## src/rtl/core/ktbl_pkg.sv

```systemverilog
// Shared types, codes and controller/datapath bundles for the keyed table.
`timescale 1ns / 1ps
`default_nettype none

package ktbl_pkg;

	localparam int ECNT_W = 5;
	localparam int CFG_AW = 3;

	typedef logic [1:0]        op_t;
	typedef logic [15:0]       key_t;
	typedef logic [31:0]       pay_t;
	typedef logic [1:0]        st_t;
	typedef logic [ECNT_W-1:0] ecnt_t;
	typedef logic [31:0]       cfg_data_t;
	typedef logic [CFG_AW-1:0] cfg_addr_t;

	// Request operations
	localparam op_t OP_ADD = 2'd0;
	localparam op_t OP_DEL = 2'd1;
	localparam op_t OP_GET = 2'd2;
	localparam op_t OP_UPD = 2'd3;

	// Response status codes
	localparam st_t ST_OK      = 2'd0;
	localparam st_t ST_FULL    = 2'd1;
	localparam st_t ST_DUP     = 2'd2;
	localparam st_t ST_MISSING = 2'd3;

	// Register index (word address bits above the byte offset)
	localparam logic [CFG_AW-3:0] REG_MAX_ENTRIES = '0;
	localparam ecnt_t             MAX_ENTRIES_RST = 5'd16;

	// Controller to datapath commands
	typedef struct packed {
		logic start;
		logic scan_rd;
		logic decide;
		logic append;
		logic update;
		logic shift_init;
		logic shift_rd;
		logic drop;
		logic respond;
	} ktbl_cmd_t;

	// Datapath to controller status
	typedef struct packed {
		logic at_end;
		logic out_free;
		op_t  op;
		st_t  st_now;
	} ktbl_stat_t;

endpackage

`default_nettype wire

```

## src/rtl/core/ktbl_if.sv

```systemverilog
// Request and response channel interfaces for the keyed table.
`timescale 1ns / 1ps
`default_nettype none

interface ktbl_req_if;
	import ktbl_pkg::*;

	logic valid;
	logic ready;
	op_t  operation;
	key_t key;
	key_t new_key;
	pay_t payload;

	modport source (output valid, output operation, output key, output new_key,
		output payload, input ready);
	modport sink (input valid, input operation, input key, input new_key,
		input payload, output ready);
endinterface

interface ktbl_rsp_if;
	import ktbl_pkg::*;

	logic  valid;
	logic  ready;
	st_t   status;
	pay_t  payload_out;
	ecnt_t entry_count;

	modport source (output valid, output status, output payload_out,
		output entry_count, input ready);
	modport sink (input valid, input status, input payload_out,
		input entry_count, output ready);
endinterface

`default_nettype wire

```

## src/rtl/core/ktbl_cfg.sv

```systemverilog
// APB register block holding the max_entries capacity register.
`timescale 1ns / 1ps
`default_nettype none

module ktbl_cfg (
	input  logic                clk,
	input  logic                arst_n,
	input  logic                psel,
	input  logic                penable,
	input  logic                pwrite,
	input  ktbl_pkg::cfg_addr_t paddr,
	input  ktbl_pkg::cfg_data_t pwdata,
	output ktbl_pkg::cfg_data_t prdata,
	output logic                pready,
	output ktbl_pkg::ecnt_t     max_entries
);
	import ktbl_pkg::*;

	ecnt_t max_entries_q;
	logic  sel_max;

	// Decode the word index, ignore the byte offset
	assign sel_max = (paddr[CFG_AW-1:2] == REG_MAX_ENTRIES);
	assign pready  = 1'b1;

	// Write on the access phase
	always_ff @(posedge clk or negedge arst_n) begin
		if (!arst_n) begin
			max_entries_q <= MAX_ENTRIES_RST;
		end else if (psel && penable && pwrite && sel_max) begin
			max_entries_q <= pwdata[ECNT_W-1:0];
		end
	end

	assign prdata      = sel_max ? cfg_data_t'(max_entries_q) : '0;
	assign max_entries = max_entries_q;

endmodule

`default_nettype wire

```

## src/rtl/core/ktbl_ctrl.sv

```systemverilog
// Sequencer for scan, decide, shift and respond phases of each request.
`timescale 1ns / 1ps
`default_nettype none

module ktbl_ctrl (
	input  logic                 clk,
	input  logic                 arst_n,
	input  logic                 in_valid,
	output logic                 in_ready,
	input  ktbl_pkg::ktbl_stat_t stat,
	output ktbl_pkg::ktbl_cmd_t  cmd
);
	import ktbl_pkg::*;

	localparam logic [2:0] S_IDLE   = 3'd0;
	localparam logic [2:0] S_SCAN   = 3'd1;
	localparam logic [2:0] S_DECIDE = 3'd2;
	localparam logic [2:0] S_SHIFT  = 3'd3;
	localparam logic [2:0] S_RESP   = 3'd4;

	logic [2:0] state_q;
	logic [2:0] state_d;
	logic       ok_now;

	assign in_ready = (state_q == S_IDLE);
	assign ok_now   = (stat.st_now == ST_OK);

	// Next state and command decode
	always_comb begin
		cmd     = '0;
		state_d = state_q;
		unique case (state_q)
			S_IDLE: begin
				if (in_valid) begin
					cmd.start = 1'b1;
					state_d   = S_SCAN;
				end
			end
			S_SCAN: begin
				if (stat.at_end) begin
					state_d = S_DECIDE;
				end else begin
					cmd.scan_rd = 1'b1;
				end
			end
			S_DECIDE: begin
				cmd.decide     = 1'b1;
				cmd.append     = ok_now && (stat.op == OP_ADD);
				cmd.update     = ok_now && (stat.op == OP_UPD);
				cmd.shift_init = ok_now && (stat.op == OP_DEL);
				state_d        = (ok_now && (stat.op == OP_DEL)) ? S_SHIFT : S_RESP;
			end
			S_SHIFT: begin
				if (stat.at_end) begin
					cmd.drop = 1'b1;
					state_d  = S_RESP;
				end else begin
					cmd.shift_rd = 1'b1;
				end
			end
			S_RESP: begin
				if (stat.out_free) begin
					cmd.respond = 1'b1;
					state_d     = S_IDLE;
				end
			end
			default: begin
				state_d = S_IDLE;
			end
		endcase
	end

	// Advance state
	always_ff @(posedge clk or negedge arst_n) begin
		if (!arst_n) begin
			state_q <= S_IDLE;
		end else begin
			state_q <= state_d;
		end
	end

endmodule

`default_nettype wire

```

## src/rtl/core/ktbl_dp.sv

```systemverilog
// Datapath: entry memories, scan compare, shift mover, count and response register.
`timescale 1ns / 1ps
`default_nettype none

module ktbl_dp #(
	parameter int DEPTH = 16
) (
	input  logic                 clk,
	input  logic                 arst_n,
	input  ktbl_pkg::op_t        operation,
	input  ktbl_pkg::key_t       key,
	input  ktbl_pkg::key_t       new_key,
	input  ktbl_pkg::pay_t       payload,
	input  ktbl_pkg::ecnt_t      max_entries,
	input  ktbl_pkg::ktbl_cmd_t  cmd,
	output ktbl_pkg::ktbl_stat_t stat,
	ktbl_rsp_if.source           rsp
);
	import ktbl_pkg::*;

	localparam int IW   = $clog2(DEPTH);
	localparam int CW   = $clog2(DEPTH + 1);
	localparam int CMPW = (CW > ECNT_W) ? CW : ECNT_W;

	// Entry storage
	key_t key_mem [DEPTH];
	pay_t pay_mem [DEPTH];

	// Latched request
	op_t  op_q;
	key_t key_q;
	key_t nkey_q;
	pay_t pay_in_q;

	// Scan and shift control
	logic [CW-1:0] count_q;
	logic [CW-1:0] idx_q;
	logic          cmp_s1;
	logic          mv_s1;
	logic [IW-1:0] addr_s1;
	key_t          rkey_s1;
	pay_t          rpay_s1;
	logic          rd_en;

	// Search results
	logic          found_k_q;
	logic          found_n_q;
	logic [IW-1:0] pos_k_q;
	logic [IW-1:0] pos_n_q;
	pay_t          hit_pay_q;
	st_t           st_q;
	st_t           st_now;
	logic          full;
	logic          hit_k;
	logic          hit_n;

	// Response register
	logic            out_valid_q;
	st_t             out_st_q;
	pay_t            out_pay_q;
	ecnt_t           out_cnt_q;
	logic [CMPW-1:0] cnt_ext;

	// Write port
	logic          wr_en;
	logic [IW-1:0] wr_addr;
	key_t          wr_key;
	pay_t          wr_pay;

	assign rd_en   = cmd.scan_rd | cmd.shift_rd;
	assign hit_k   = cmp_s1 && !found_k_q && (rkey_s1 == key_q);
	assign hit_n   = cmp_s1 && !found_n_q && (rkey_s1 == nkey_q);
	assign cnt_ext = CMPW'(count_q);

	// Capacity is max_entries limited to DEPTH
	assign full = (cnt_ext >= CMPW'(max_entries)) || (count_q == CW'(DEPTH));

	// Outcome of the request from the scan results
	always_comb begin
		st_now = ST_OK;
		unique case (op_q)
			OP_ADD: begin
				if (full) begin
					st_now = ST_FULL;
				end else if (found_k_q) begin
					st_now = ST_DUP;
				end
			end
			OP_DEL, OP_GET: begin
				if (!found_k_q) begin
					st_now = ST_MISSING;
				end
			end
			OP_UPD: begin
				if (found_n_q && (!found_k_q || (pos_n_q != pos_k_q))) begin
					st_now = ST_DUP;
				end else if (!found_k_q) begin
					st_now = ST_MISSING;
				end
			end
			default: begin
				st_now = ST_OK;
			end
		endcase
	end

	// Select the single write: append, in-place update or shift move
	always_comb begin
		wr_en   = 1'b0;
		wr_addr = count_q[IW-1:0];
		wr_key  = key_q;
		wr_pay  = pay_in_q;
		priority if (cmd.append) begin
			wr_en = 1'b1;
		end else if (cmd.update) begin
			wr_en   = 1'b1;
			wr_addr = pos_k_q;
			wr_key  = nkey_q;
		end else if (mv_s1) begin
			wr_en   = 1'b1;
			wr_addr = addr_s1 - 1'b1;
			wr_key  = rkey_s1;
			wr_pay  = rpay_s1;
		end else begin
			// hold the memories
			wr_en = 1'b0;
		end
	end

	// Entry memories, one write and one registered read per cycle
	always_ff @(posedge clk) begin
		if (wr_en) begin
			key_mem[wr_addr] <= wr_key;
			pay_mem[wr_addr] <= wr_pay;
		end
		if (rd_en) begin
			rkey_s1 <= key_mem[idx_q[IW-1:0]];
			rpay_s1 <= pay_mem[idx_q[IW-1:0]];
			addr_s1 <= idx_q[IW-1:0];
		end
	end

	// Control state: index, count, hit flags, response valid
	always_ff @(posedge clk or negedge arst_n) begin
		if (!arst_n) begin
			idx_q       <= '0;
			count_q     <= '0;
			cmp_s1      <= 1'b0;
			mv_s1       <= 1'b0;
			found_k_q   <= 1'b0;
			found_n_q   <= 1'b0;
			out_valid_q <= 1'b0;
		end else begin
			cmp_s1 <= cmd.scan_rd;
			mv_s1  <= cmd.shift_rd;

			if (cmd.start) begin
				idx_q <= '0;
			end else if (cmd.shift_init) begin
				idx_q <= CW'(pos_k_q) + 1'b1;
			end else if (rd_en) begin
				idx_q <= idx_q + 1'b1;
			end

			if (cmd.start) begin
				found_k_q <= 1'b0;
				found_n_q <= 1'b0;
			end else begin
				if (hit_k) begin
					found_k_q <= 1'b1;
				end
				if (hit_n) begin
					found_n_q <= 1'b1;
				end
			end

			if (cmd.append) begin
				count_q <= count_q + 1'b1;
			end else if (cmd.drop) begin
				count_q <= count_q - 1'b1;
			end

			if (cmd.respond) begin
				out_valid_q <= 1'b1;
			end else if (rsp.ready) begin
				out_valid_q <= 1'b0;
			end
		end
	end

	// Payload registers
	always_ff @(posedge clk) begin
		if (cmd.start) begin
			op_q     <= operation;
			key_q    <= key;
			nkey_q   <= new_key;
			pay_in_q <= payload;
		end
		if (hit_k) begin
			pos_k_q   <= addr_s1;
			hit_pay_q <= rpay_s1;
		end
		if (hit_n) begin
			pos_n_q <= addr_s1;
		end
		if (cmd.decide) begin
			st_q <= st_now;
		end
		if (cmd.respond) begin
			out_st_q  <= st_q;
			out_pay_q <= ((op_q == OP_GET) && (st_q == ST_OK)) ? hit_pay_q : '0;
			out_cnt_q <= cnt_ext[ECNT_W-1:0];
		end
	end

	assign stat.at_end   = (idx_q == count_q);
	assign stat.out_free = !out_valid_q || rsp.ready;
	assign stat.op       = op_q;
	assign stat.st_now   = st_now;

	assign rsp.valid       = out_valid_q;
	assign rsp.status      = out_st_q;
	assign rsp.payload_out = out_pay_q;
	assign rsp.entry_count = out_cnt_q;

endmodule

`default_nettype wire

```

## src/rtl/core/keyed_table_insert_delete_lookup.sv

```systemverilog
// Each request scans the held entries, decides, shifts the later entries down for a delete,
// and then responds; one request is in flight at a time.
// The rate is set by the single read port of the entry memory, one entry per cycle for the
// key scan and again for the delete compaction. A finished response waits in its own register.
// Reset (arst_n low, asynchronous) empties the table and sets max_entries to 16;
// entry memory contents are not cleared.
`timescale 1ns / 1ps
`default_nettype none

module keyed_table_insert_delete_lookup #(
	parameter int DEPTH = 16
) (
	input  logic                clk,
	input  logic                arst_n,
	ktbl_req_if.sink            req,
	ktbl_rsp_if.source          rsp,
	input  logic                psel,
	input  logic                penable,
	input  logic                pwrite,
	input  ktbl_pkg::cfg_addr_t paddr,
	input  ktbl_pkg::cfg_data_t pwdata,
	output ktbl_pkg::cfg_data_t prdata,
	output logic                pready
);
	import ktbl_pkg::*;

	ecnt_t      max_entries;
	ktbl_cmd_t  cmd;
	ktbl_stat_t stat;

	// Capacity register
	ktbl_cfg u_cfg (
		.clk         (clk),
		.arst_n      (arst_n),
		.psel        (psel),
		.penable     (penable),
		.pwrite      (pwrite),
		.paddr       (paddr),
		.pwdata      (pwdata),
		.prdata      (prdata),
		.pready      (pready),
		.max_entries (max_entries)
	);

	// Request sequencer
	ktbl_ctrl u_ctrl (
		.clk      (clk),
		.arst_n   (arst_n),
		.in_valid (req.valid),
		.in_ready (req.ready),
		.stat     (stat),
		.cmd      (cmd)
	);

	// Table storage and search
	ktbl_dp #(
		.DEPTH (DEPTH)
	) u_dp (
		.clk         (clk),
		.arst_n      (arst_n),
		.operation   (req.operation),
		.key         (req.key),
		.new_key     (req.new_key),
		.payload     (req.payload),
		.max_entries (max_entries),
		.cmd         (cmd),
		.stat        (stat),
		.rsp         (rsp)
	);

endmodule

`default_nettype wire

```

## src/flat_wrapper.sv

```systemverilog
// flat-port wrapper written by rule: the top's interface ports become plain ports
module keyed_table_insert_delete_lookup_flat import ktbl_pkg::*;
#(
	parameter int DEPTH = 16
)
  (clk, arst_n, psel, penable, pwrite, paddr, pwdata, prdata, pready, req_valid, req_operation, req_key, req_new_key, req_payload, req_ready, rsp_valid, rsp_status, rsp_payload_out, rsp_entry_count, rsp_ready);
  ktbl_req_if req_i ();
  ktbl_rsp_if rsp_i ();
  input  logic clk;
  input  logic arst_n;
  input  logic psel;
  input  logic penable;
  input  logic pwrite;
  input  ktbl_pkg::cfg_addr_t paddr;
  input  ktbl_pkg::cfg_data_t pwdata;
  output ktbl_pkg::cfg_data_t prdata;
  output logic pready;
  input wire logic [$bits(req_i.valid)-1:0] req_valid;
  input wire logic [$bits(req_i.operation)-1:0] req_operation;
  input wire logic [$bits(req_i.key)-1:0] req_key;
  input wire logic [$bits(req_i.new_key)-1:0] req_new_key;
  input wire logic [$bits(req_i.payload)-1:0] req_payload;
  output wire logic [$bits(req_i.ready)-1:0] req_ready;
  output wire logic [$bits(rsp_i.valid)-1:0] rsp_valid;
  output wire logic [$bits(rsp_i.status)-1:0] rsp_status;
  output wire logic [$bits(rsp_i.payload_out)-1:0] rsp_payload_out;
  output wire logic [$bits(rsp_i.entry_count)-1:0] rsp_entry_count;
  input wire logic [$bits(rsp_i.ready)-1:0] rsp_ready;
  assign req_i.valid = req_valid;
  assign req_i.operation = req_operation;
  assign req_i.key = req_key;
  assign req_i.new_key = req_new_key;
  assign req_i.payload = req_payload;
  assign req_ready = req_i.ready;
  assign rsp_valid = rsp_i.valid;
  assign rsp_status = rsp_i.status;
  assign rsp_payload_out = rsp_i.payload_out;
  assign rsp_entry_count = rsp_i.entry_count;
  assign rsp_i.ready = rsp_ready;
  keyed_table_insert_delete_lookup #(.DEPTH(DEPTH)) u_core (.clk(clk), .arst_n(arst_n), .req(req_i), .rsp(rsp_i), .psel(psel), .penable(penable), .pwrite(pwrite), .paddr(paddr), .pwdata(pwdata), .prdata(prdata), .pready(pready));
endmodule
```

## config.mk

```make
export PLATFORM = sky130hd
export DESIGN_NAME = keyed_table_insert_delete_lookup_flat
export DESIGN_NICKNAME = d
export VERILOG_FILES = /design/src/rtl/core/ktbl_pkg.sv /design/src/rtl/core/ktbl_if.sv /design/src/rtl/core/ktbl_cfg.sv /design/src/rtl/core/ktbl_ctrl.sv /design/src/rtl/core/ktbl_dp.sv /design/src/rtl/core/keyed_table_insert_delete_lookup.sv /design/src/flat_wrapper.sv
export SDC_FILE = /design/constraint.sdc
export NUM_CORES = 1
export LEC_CHECK = 0
export BUFFER_PORTS_ARGS = -buffer_cell sky130_fd_sc_hd__clkbuf_2
export CAP_MARGIN = 40
export CORE_ASPECT_RATIO = 1.4
export CORE_UTILIZATION = 47
export DETAILED_ROUTE_END_ITERATION = 8
export GPL_TIMING_DRIVEN = 0
export SLEW_MARGIN = 20
export SYNTH_ARGS = -nofsm -noshare
export SYNTH_HDL_FRONTEND = slang
export SYNTH_SLANG_ARGS = --single-unit
```

## constraint.sdc

```tcl
create_clock -name clk -period 9.8 [get_ports clk]
set_input_delay 2.45 -clock clk [delete_from_list [all_inputs] [get_ports clk]]
set_output_delay 2.45 -clock clk [all_outputs]
set_load 0.03 [all_outputs]
```

# --- Yosys cells after proc, flatten, opt, wreduce, memory -nomap -nowiden ---
# Memories as Yosys holds them, arrays and structs flattened. A register that Yosys moved wholly into a read port is not among the register bits.
# Cells that the tools add are included.
word_totals:
  output_inout_bits: 74
  mem_count: 2
  in_bits: 108
  wordCells: 122
  ram_bits: 768
  ff_bits: 174
classes:
  bitwise_logic: 2
  magnitude_cmp: 1
  n_reduce_logical: 29
  muxes: 46
  n_addsub: 5
  n_eq_ne: 16
memory_table:
  columns: ["name", "depth", "word_bits", "read_ports", "rd_ports_with_merged_regs", "write_ports", "line", "rtl"]
  rows:
  - ["u_core.u_dp.pay_mem", 16, 32, 1, 1, 1, "ktbl_dp.sv:27", "pay_t pay_mem [DEPTH];"]
  - ["u_core.u_dp.key_mem", 16, 16, 1, 1, 1, "ktbl_dp.sv:26", "key_t key_mem [DEPTH];"]
op_table:
  columns: ["cell", "count"]
  rows:
  - ["32-bit two-way mux", 3]
  - ["16-bit two-way mux", 3]
  - ["16-bit == test", 2]
  - ["5-bit two-way mux", 6]
  - ["1-bit two-way mux", 18]
  - ["4-bit two-way mux", 4]
  - ["3-bit two-way mux", 5]
  - ["3-bit case mux with 5 select lines", 1]
  - ["1-bit logical AND", 12]
  - ["5-bit by 1-bit adder with 5-bit output, second input constant", 2]
  - ["2-bit two-way mux", 5]
  - ["2-bit nonzero test", 4]
  - ["3-bit by 2-bit == test with 1-bit output, second input constant", 2]
  - ["2-bit logical NOT", 3]
  - ["2-bit by 1-bit inequality test with 1-bit output, second input constant", 3]
  - ["2-bit case mux with 3 select lines", 1]
  - ["4-bit by 1-bit adder with 5-bit output, second input constant", 1]
  - ["5-bit == test", 1]
  - ["5-bit == test, second input constant", 1]
  - ["5-bit greater-or-equal comparator", 1]
  - ["5-bit by 1-bit subtractor with 5-bit output, second input constant", 1]
  - ["2-bit == test, second input constant", 2]
  - ["4-bit inequality test", 1]
  - ["4-bit AND reduction", 1]
  - ["12 further kinds", 16]

# --- Logic depth before layout (Yosys ltp) ---
depth:
  ltp_word: 12
  ltp_mapped: 14
  depth_no_buf: 13

# --- Hierarchy ---
# Synthesis repeated with hierarchy kept, for this count alone.
unflattened:
  cells_unflattened: 1779
  hier_area_um2: 38868.5
by_module_without_submodules:
  columns: ["module", "area_per_inst_um2", "seq_area_each_um2", "cells_each", "instances"]
  rows:
  - ["ktbl_dp", 38119.1, 29413.2, 1703, 1]
  - ["ktbl_cfg", 467.9, 126.4, 46, 1]
  - ["ktbl_ctrl", 281.5, 75.1, 30, 1]

# --- Least setup slack after synthesis ---
# No wires, ideal clock.
synth_path:
  kind: "register to register"
  startpoint: "register u_core.u_dp.count_q[0], in the netlist u_core.u_dp.cnt_ext[0]"
  endpoint: "memory u_core.u_dp.key_mem[4][0] (netlist bit), enable pin"
  setup_time_ps: 573
  path_stages_with_launch: 10
  t_arrival_ps: 7282
  path_buffers: 0
  synth_period_minus_slack_ps: 7855
  required_time_ps: 9227
  path_slack_ps: 1945
  cell_sequence: "dfrtp_1 inv_1 ha_1 nand2b_1 a2111oi_2 nor4b_2 nor4_1 mux2_2 a22o_1 nor4_1"
synth_via:
  elab_chain_cells: 11
  word_cells_on_any_way: 16
  classes_between: "order compare (1); eq/ne (1); mux (10); reduce/logical (4)"
synth_lines:
  columns: ["element", "line", "rtl"]
  rows:
  - ["start, declared", "ktbl_dp.sv:36", "logic [CW-1:0] count_q;"]
  - ["start signal, assigned", "ktbl_dp.sv:178", "count_q <= count_q + 1'b1;"]
  - ["start signal, assigned", "ktbl_dp.sv:180", "count_q <= count_q - 1'b1;"]
  - ["5-bit greater-or-equal comparator or 5-bit == test (tied branches)", "ktbl_dp.sv:76", "assign full = (cnt_ext >= CMPW'(max_entries)) || (count_q == CW'(DEPTH));"]
  - ["1-bit logical OR", "ktbl_dp.sv:76", null]
  - ["2-bit two-way mux", "ktbl_dp.sv:83", "if (full) begin"]
  - ["2-bit case mux with 3 select lines", "ktbl_dp.sv:81", "unique case (op_q)"]
  - ["2-bit logical NOT", "ktbl_ctrl.sv:26", "assign ok_now = (stat.st_now == ST_OK);"]
  - ["1-bit logical AND", "ktbl_ctrl.sv:49", "cmd.update = ok_now && (stat.op == OP_UPD);"]
  - ["4-bit two-way mux", "ktbl_ctrl.sv:32", "unique case (state_q)"]
  - ["1-bit two-way mux", "ktbl_dp.sv:115", "end else if (cmd.update) begin"]
  - ["1-bit two-way mux", "ktbl_dp.sv:113", "priority if (cmd.append) begin"]
  - ["1-bit two-way mux", "ktbl_dp.sv:132", "if (wr_en) begin"]
  - ["1-bit two-way mux (implied by the code)", "ktbl_dp.sv:133", "key_mem[wr_addr] <= wr_key;"]
  - ["end, declared", "ktbl_dp.sv:26", null]
# Several ways; a longest one is shown, not always the timed one.

# --- Worst setup path after layout ---
layout_path:
  startpoint: "register u_core.u_dp.count_q[0], in the netlist u_core.u_dp.cnt_ext[0]"
  endpoint: "memory u_core.u_dp.pay_mem[4][26] (netlist bit), enable pin"
layout_via:
  elab_chain_cells: 11
  word_cells_on_any_way: 16
  classes_between: "order compare (1); eq/ne (1); mux (10); reduce/logical (4)"
layout_lines:
  columns: ["element", "line", "rtl"]
  rows:
  - ["5-bit greater-or-equal comparator or 5-bit == test (tied branches)", "ktbl_dp.sv:76", null]
  - ["1-bit logical OR", "ktbl_dp.sv:76", null]
  - ["2-bit two-way mux", "ktbl_dp.sv:83", null]
  - ["2-bit case mux with 3 select lines", "ktbl_dp.sv:81", null]
  - ["2-bit logical NOT", "ktbl_ctrl.sv:26", null]
  - ["1-bit logical AND", "ktbl_ctrl.sv:49", null]
  - ["4-bit two-way mux", "ktbl_ctrl.sv:32", null]
  - ["1-bit two-way mux", "ktbl_dp.sv:115", null]
  - ["1-bit two-way mux", "ktbl_dp.sv:113", null]
  - ["1-bit two-way mux", "ktbl_dp.sv:132", null]
  - ["1-bit two-way mux (implied by the code)", "ktbl_dp.sv:134", "pay_mem[wr_addr] <= wr_pay;"]
  - ["end, declared", "ktbl_dp.sv:27", null]
# Several ways; a longest one is shown, not always the timed one.

==> summary.md <==
| Metric | Value |
|---|---|
| Status | finished, final reports clean |
| CP top delay family | compound AO/OA/AOI/OAI gates |
| Worst Path Buf+Inv | 6 |
| H-tree depth | 3 |
| CP Max Fanout | 7 |
| Remaining DRCs | 0 |
| Io pins | approximately 180 |
| Reg2Reg Setup Slack | 4.44 ns |
| Period utilization | 0.547 |
| Cell area after synthesis | 38100 um^2 |
| Hold_sp | u_core.u_dp.rpay_s1[4] |
| Register area share after synthesis | 0.777 |
| Post-synthesis simple-gate area fraction | 0.0333 |
| Setup Buffers After CTS | 0 |
| Finished Core Util | 0.562 |
| Hold EP | u_core.u_dp.hit_pay_q[4] |
| CP endpoint kind | register |
| Detail Route Antenna Nets | 0 |
| CTS resizes | 0 |
| Dpl hpwl | 65700 um |
| Area Overhead vs Synth | 18.4% |
| XOR/XNOR Fraction of Synth Area | 0.0113 |
| Die Height | 339 um |
| Mapped Avg Cell Area | 21.6 um^2 |
| Die W | 243 um |
| Reg-to-Reg End | u_core.u_dp.pay_mem[4][26] |
| Total core area | 80300 um^2 |
| Most frequent cell after synthesis | edfxtp_1 |
| Port Buf Inserts | 124 |
| Fillers | 6058 |
| Fmax | 187 MHz |
| Post-Place Cells | 3206 |
| Leakage dissipation | ~15 nW |
| Post-Layout Cell Count | 3376 |
| Setup violations, final | 0 |
| Post-Synth Adder-Cell Area | 0.00545 |
| Vias per std cell | 5.67 |
| Largest net degree at the start of global routing | 43 |
| Row count | 123 |
| Synth async-reset ratio | 0.0232 |
| Most frequent CP cell | buf_2 |
| Clock Latency Late Sink | 0.67 ns |
| Vias in the first global route | 20.0k |
| Clock buffer count from CTS | 92 |
| CP Data Arrival Time | 5.72 ns |
| Crit start category | register |
| CP startpoint | u_core.u_dp.cnt_ext[0] |
| Initial Utilization | 0.475 |
| GR Overflow Total | 0 |
| Yosys warns | 0 |
| Via count | 19.2k |
| First-pass GRT wire length | 136000 um |
| Clock Pin Slew Worst Setup and Hold Paths | 0.06 ns |
| Final Critical Period | 5.36 ns |
| Final Hold Vio Count | 0 |
| CTS tree | done |
| Layout Nets | 2367 |
| Initial antenna violation count | 3 |
| Cts hold-fix bufs | 0 |
| Yosys reg bits | 990 |
| Worst-margin pin slew | 0.888 ns |
| Combinational family with the most area after synthesis | multiplexers |
| Max Root-Sink Buffers | 3 |
| Post-synth EDFFs | 967 |
| Tot GR Track Use | 0.231 |
| RSZ-0062 raised after global routing | false |
| Post-synth top cells | 967 x edfxtp_1, 240 x mux4_2, 143 x nand2_1 |
| Worst-case reg-to-reg path depth | 14 |
| GPL Wtd Cong | 0.805 |
| Crit-path cells | inv_1 > ha_1 > nand2b_1 > a2111oi_2 > nor4b_2 > o41ai_4 > o2bb2ai_1 > or3_1 > buf_2 > nor4_2 > buf_4 > buf_2 > buf_2 > buf_4 |
| Placed Area | 42100 um^2 |
| Top post-synthesis cells by area | edfxtp_1 76%, mux4_2 14%, dfrtp_1 1.4%, nand2_1 1.4%, xor2_1 0.64% |
| Cell taking the most area after synthesis | edfxtp_1 |
| Worst min path class | register to register |
| Compound-gate portion of the synthesized area | 0.0131 |
| Die area | around 80000 um^2 |
| Pre-antenna DRT Iters | 8 |
| Share of post-route cells with drive strength above 1 | 0.355 |
| Min-Delay Path Depth | 0 |
| Final WL | 93100 um |
| Number of max-cap violations | 0 |
| Hold_ws | ~0.45 ns |
| Worst EP required | 10.16 ns |
| P per Cell Area | 272 nW/um^2 |
| Yosys cell types | 61 |
| Post-synth top area share | 0.762 |
| Initial drt markers | 1833 |
| Clk sinks | 990 |
| Final instance area | 45100 um^2 |
| CTS root buffer | clkbuf_16 |
| Setup CP Type | register to register |
| Post-synthesis cell count | between 1.5k and 2k |
| Final Max Slew Viols | 0 |
| Slew HR | 0.406 |
| Skew final | 0.0221 ns |
| Slowest stage delay, CP | approximately 0.86 ns |
| Cell at the slowest stage of the critical path | o41ai_4 |
| Top_reg_cell synth | edfxtp_1 |
| Max IR drop VDD | about 0.23 mV |
| Worst R2R Start | u_core.u_dp.cnt_ext[0] |
| Post-synthesis mux area share | 0.145 |
| Routed wire length per instance | 27.6 um |
[cells in the final DEF, fill, tap and decap left out, drive strengths merged, types with 3 or more instances in the layout]
cell | netlist | layout
nand3 | 9 | 9
a21oi | 11 | 11
inv | 18 | 20
o41ai | 4 | 4
nand2 | 143 | 143
xnor2 | 21 | 21
ha | 15 | 15
o21ai | 10 | 10
clkinvlp | 0 | 5
nand4 | 6 | 6
conb | 2 | 28
a22oi | 18 | 18
xor2 | 28 | 28
nor3 | 9 | 9
and2 | 35 | 35
nand2b | 3 | 3
o2bb2ai | 3 | 3
a21o | 3 | 3
mux2 | 8 | 8
clkinv | 0 | 38
nor2 | 23 | 23
mux2i | 3 | 3
clkbuf | 56 | 287
nor4 | 21 | 21
dfrtp | 22 | 22
buf | 48 | 284
mux4 | 240 | 240
bufinv | 0 | 12
edfxtp | 967 | 967
[per-layer routing]
layer / part of all wire / global-route usage / up-vias
li1: - / - / 8145
met1: 0.41 / 0.311 / 10200
met2: 0.51 / 0.392 / 701
met3: 0.054 / 0.0284 / 141
met4: 0.026 / 0.0785 / 0
met5: 0 / 0 / -
[stage by stage]
step           setup TNS [ns]  power [W]  setup slack, ns
3_3_place_gp         -3433.20    0.00853            -6.19
3_5_place_dp                0    0.00877             4.46
5_1_grt                     0     0.0127             4.21
6_report                    0     0.0123             4.44
4_1_cts                     0     0.0124             4.42
2_1_floorplan               0    0.00755             1.95
[registers in the layout, indices dropped and copies added, names as in the netlist, 2 cells and up]
name and cells:
u_core.u_dp.rsp.entry_count 5, u_core.u_dp.pos_n_q 4, u_core.u_dp.pay_in_q 32, u_core.u_dp.key_mem 256, u_core.u_dp.key_q 16, u_core.u_dp.nkey_q 16
u_core.u_dp.rsp.payload_out 32, u_core.u_dp.rkey_s1 16, u_core.u_dp.op_q 2, u_core.u_dp.idx_q 5, u_core.u_dp.cnt_ext 5, u_core.u_dp.rpay_s1 32
u_core.u_dp.rsp.status 2, u_core.u_dp.st_q 2, u_core.u_dp.pay_mem 512, u_core.u_dp.pos_k_q 4, u_core.u_ctrl.state_q 3, u_core.u_cfg.max_entries 5
u_core.u_dp.hit_pay_q 32, u_core.u_dp.addr_s1 4
[worst reg2reg max path, cell delays in order, from the launching register on]
cell	delay (ns)
dfrtp_1	0.49
inv_1	0.16
ha_1	0.32
nand2b_1	0.15
a2111oi_2	0.50
nor4b_2	0.19
o41ai_4	0.86
o2bb2ai_1	0.26
or3_1	0.40
buf_2	0.19
nor4_2	0.56
buf_4	0.29
buf_2	0.25
buf_2	0.24
buf_4	0.21
[worst max-delay path by stage]
| stage | slack [ns] | to | cells after the start |
|---|---|---|---|
| finish | 4.44 | u_core.u_dp.pay_mem[4][26] | 14 |
| global route | 4.21 | u_core.u_dp.pay_mem[4][26] | 14 |
| CTS | 4.42 | u_core.u_dp.pay_mem[4][26] | 14 |
| detailed placement | 4.46 | prdata[0] | 3 |
| global placement | -6.19 | u_core.u_dp.pay_mem[2][26] | 10 |
| floorplan | 1.95 | u_core.u_dp.key_mem[4][0] | 9 |
[cell type report]
type                            instances  area (um^2)  area share
Tap cell                             1062         1330      0.0294
Inverter                               18         70.1     0.00155
Buffer                                104          522      0.0116
Multi-Input combinational cell        677         8160       0.181
Clock buffer                          107         2410      0.0534
Antenna cell                            1         2.50   0.0000554
Timing Repair Buffer                  360         2410      0.0535
Sequential cell                       990        29600       0.656
Clock inverter                         57          618      0.0137
[power breakdown]
group          switching, W  internal (W)  total (W)  leakage [nW]
Combinational       0.00177       0.00132    0.00309          4.90
Sequential         0.000214       0.00536    0.00558          9.06
Clock               0.00154       0.00208    0.00362          1.48
Total               0.00353       0.00876     0.0123          15.4
[cells by family after synthesis]
kind of cell,count (synthesis)
and+or+nand+nor,266
other,2
adders and majority gates,16
muxes,251
buffers and inverters,122
DFF,990
AOI/OAI and AO/OA,67
xor gates and xnor gates,49
Power figures use the tool's default switching activity.
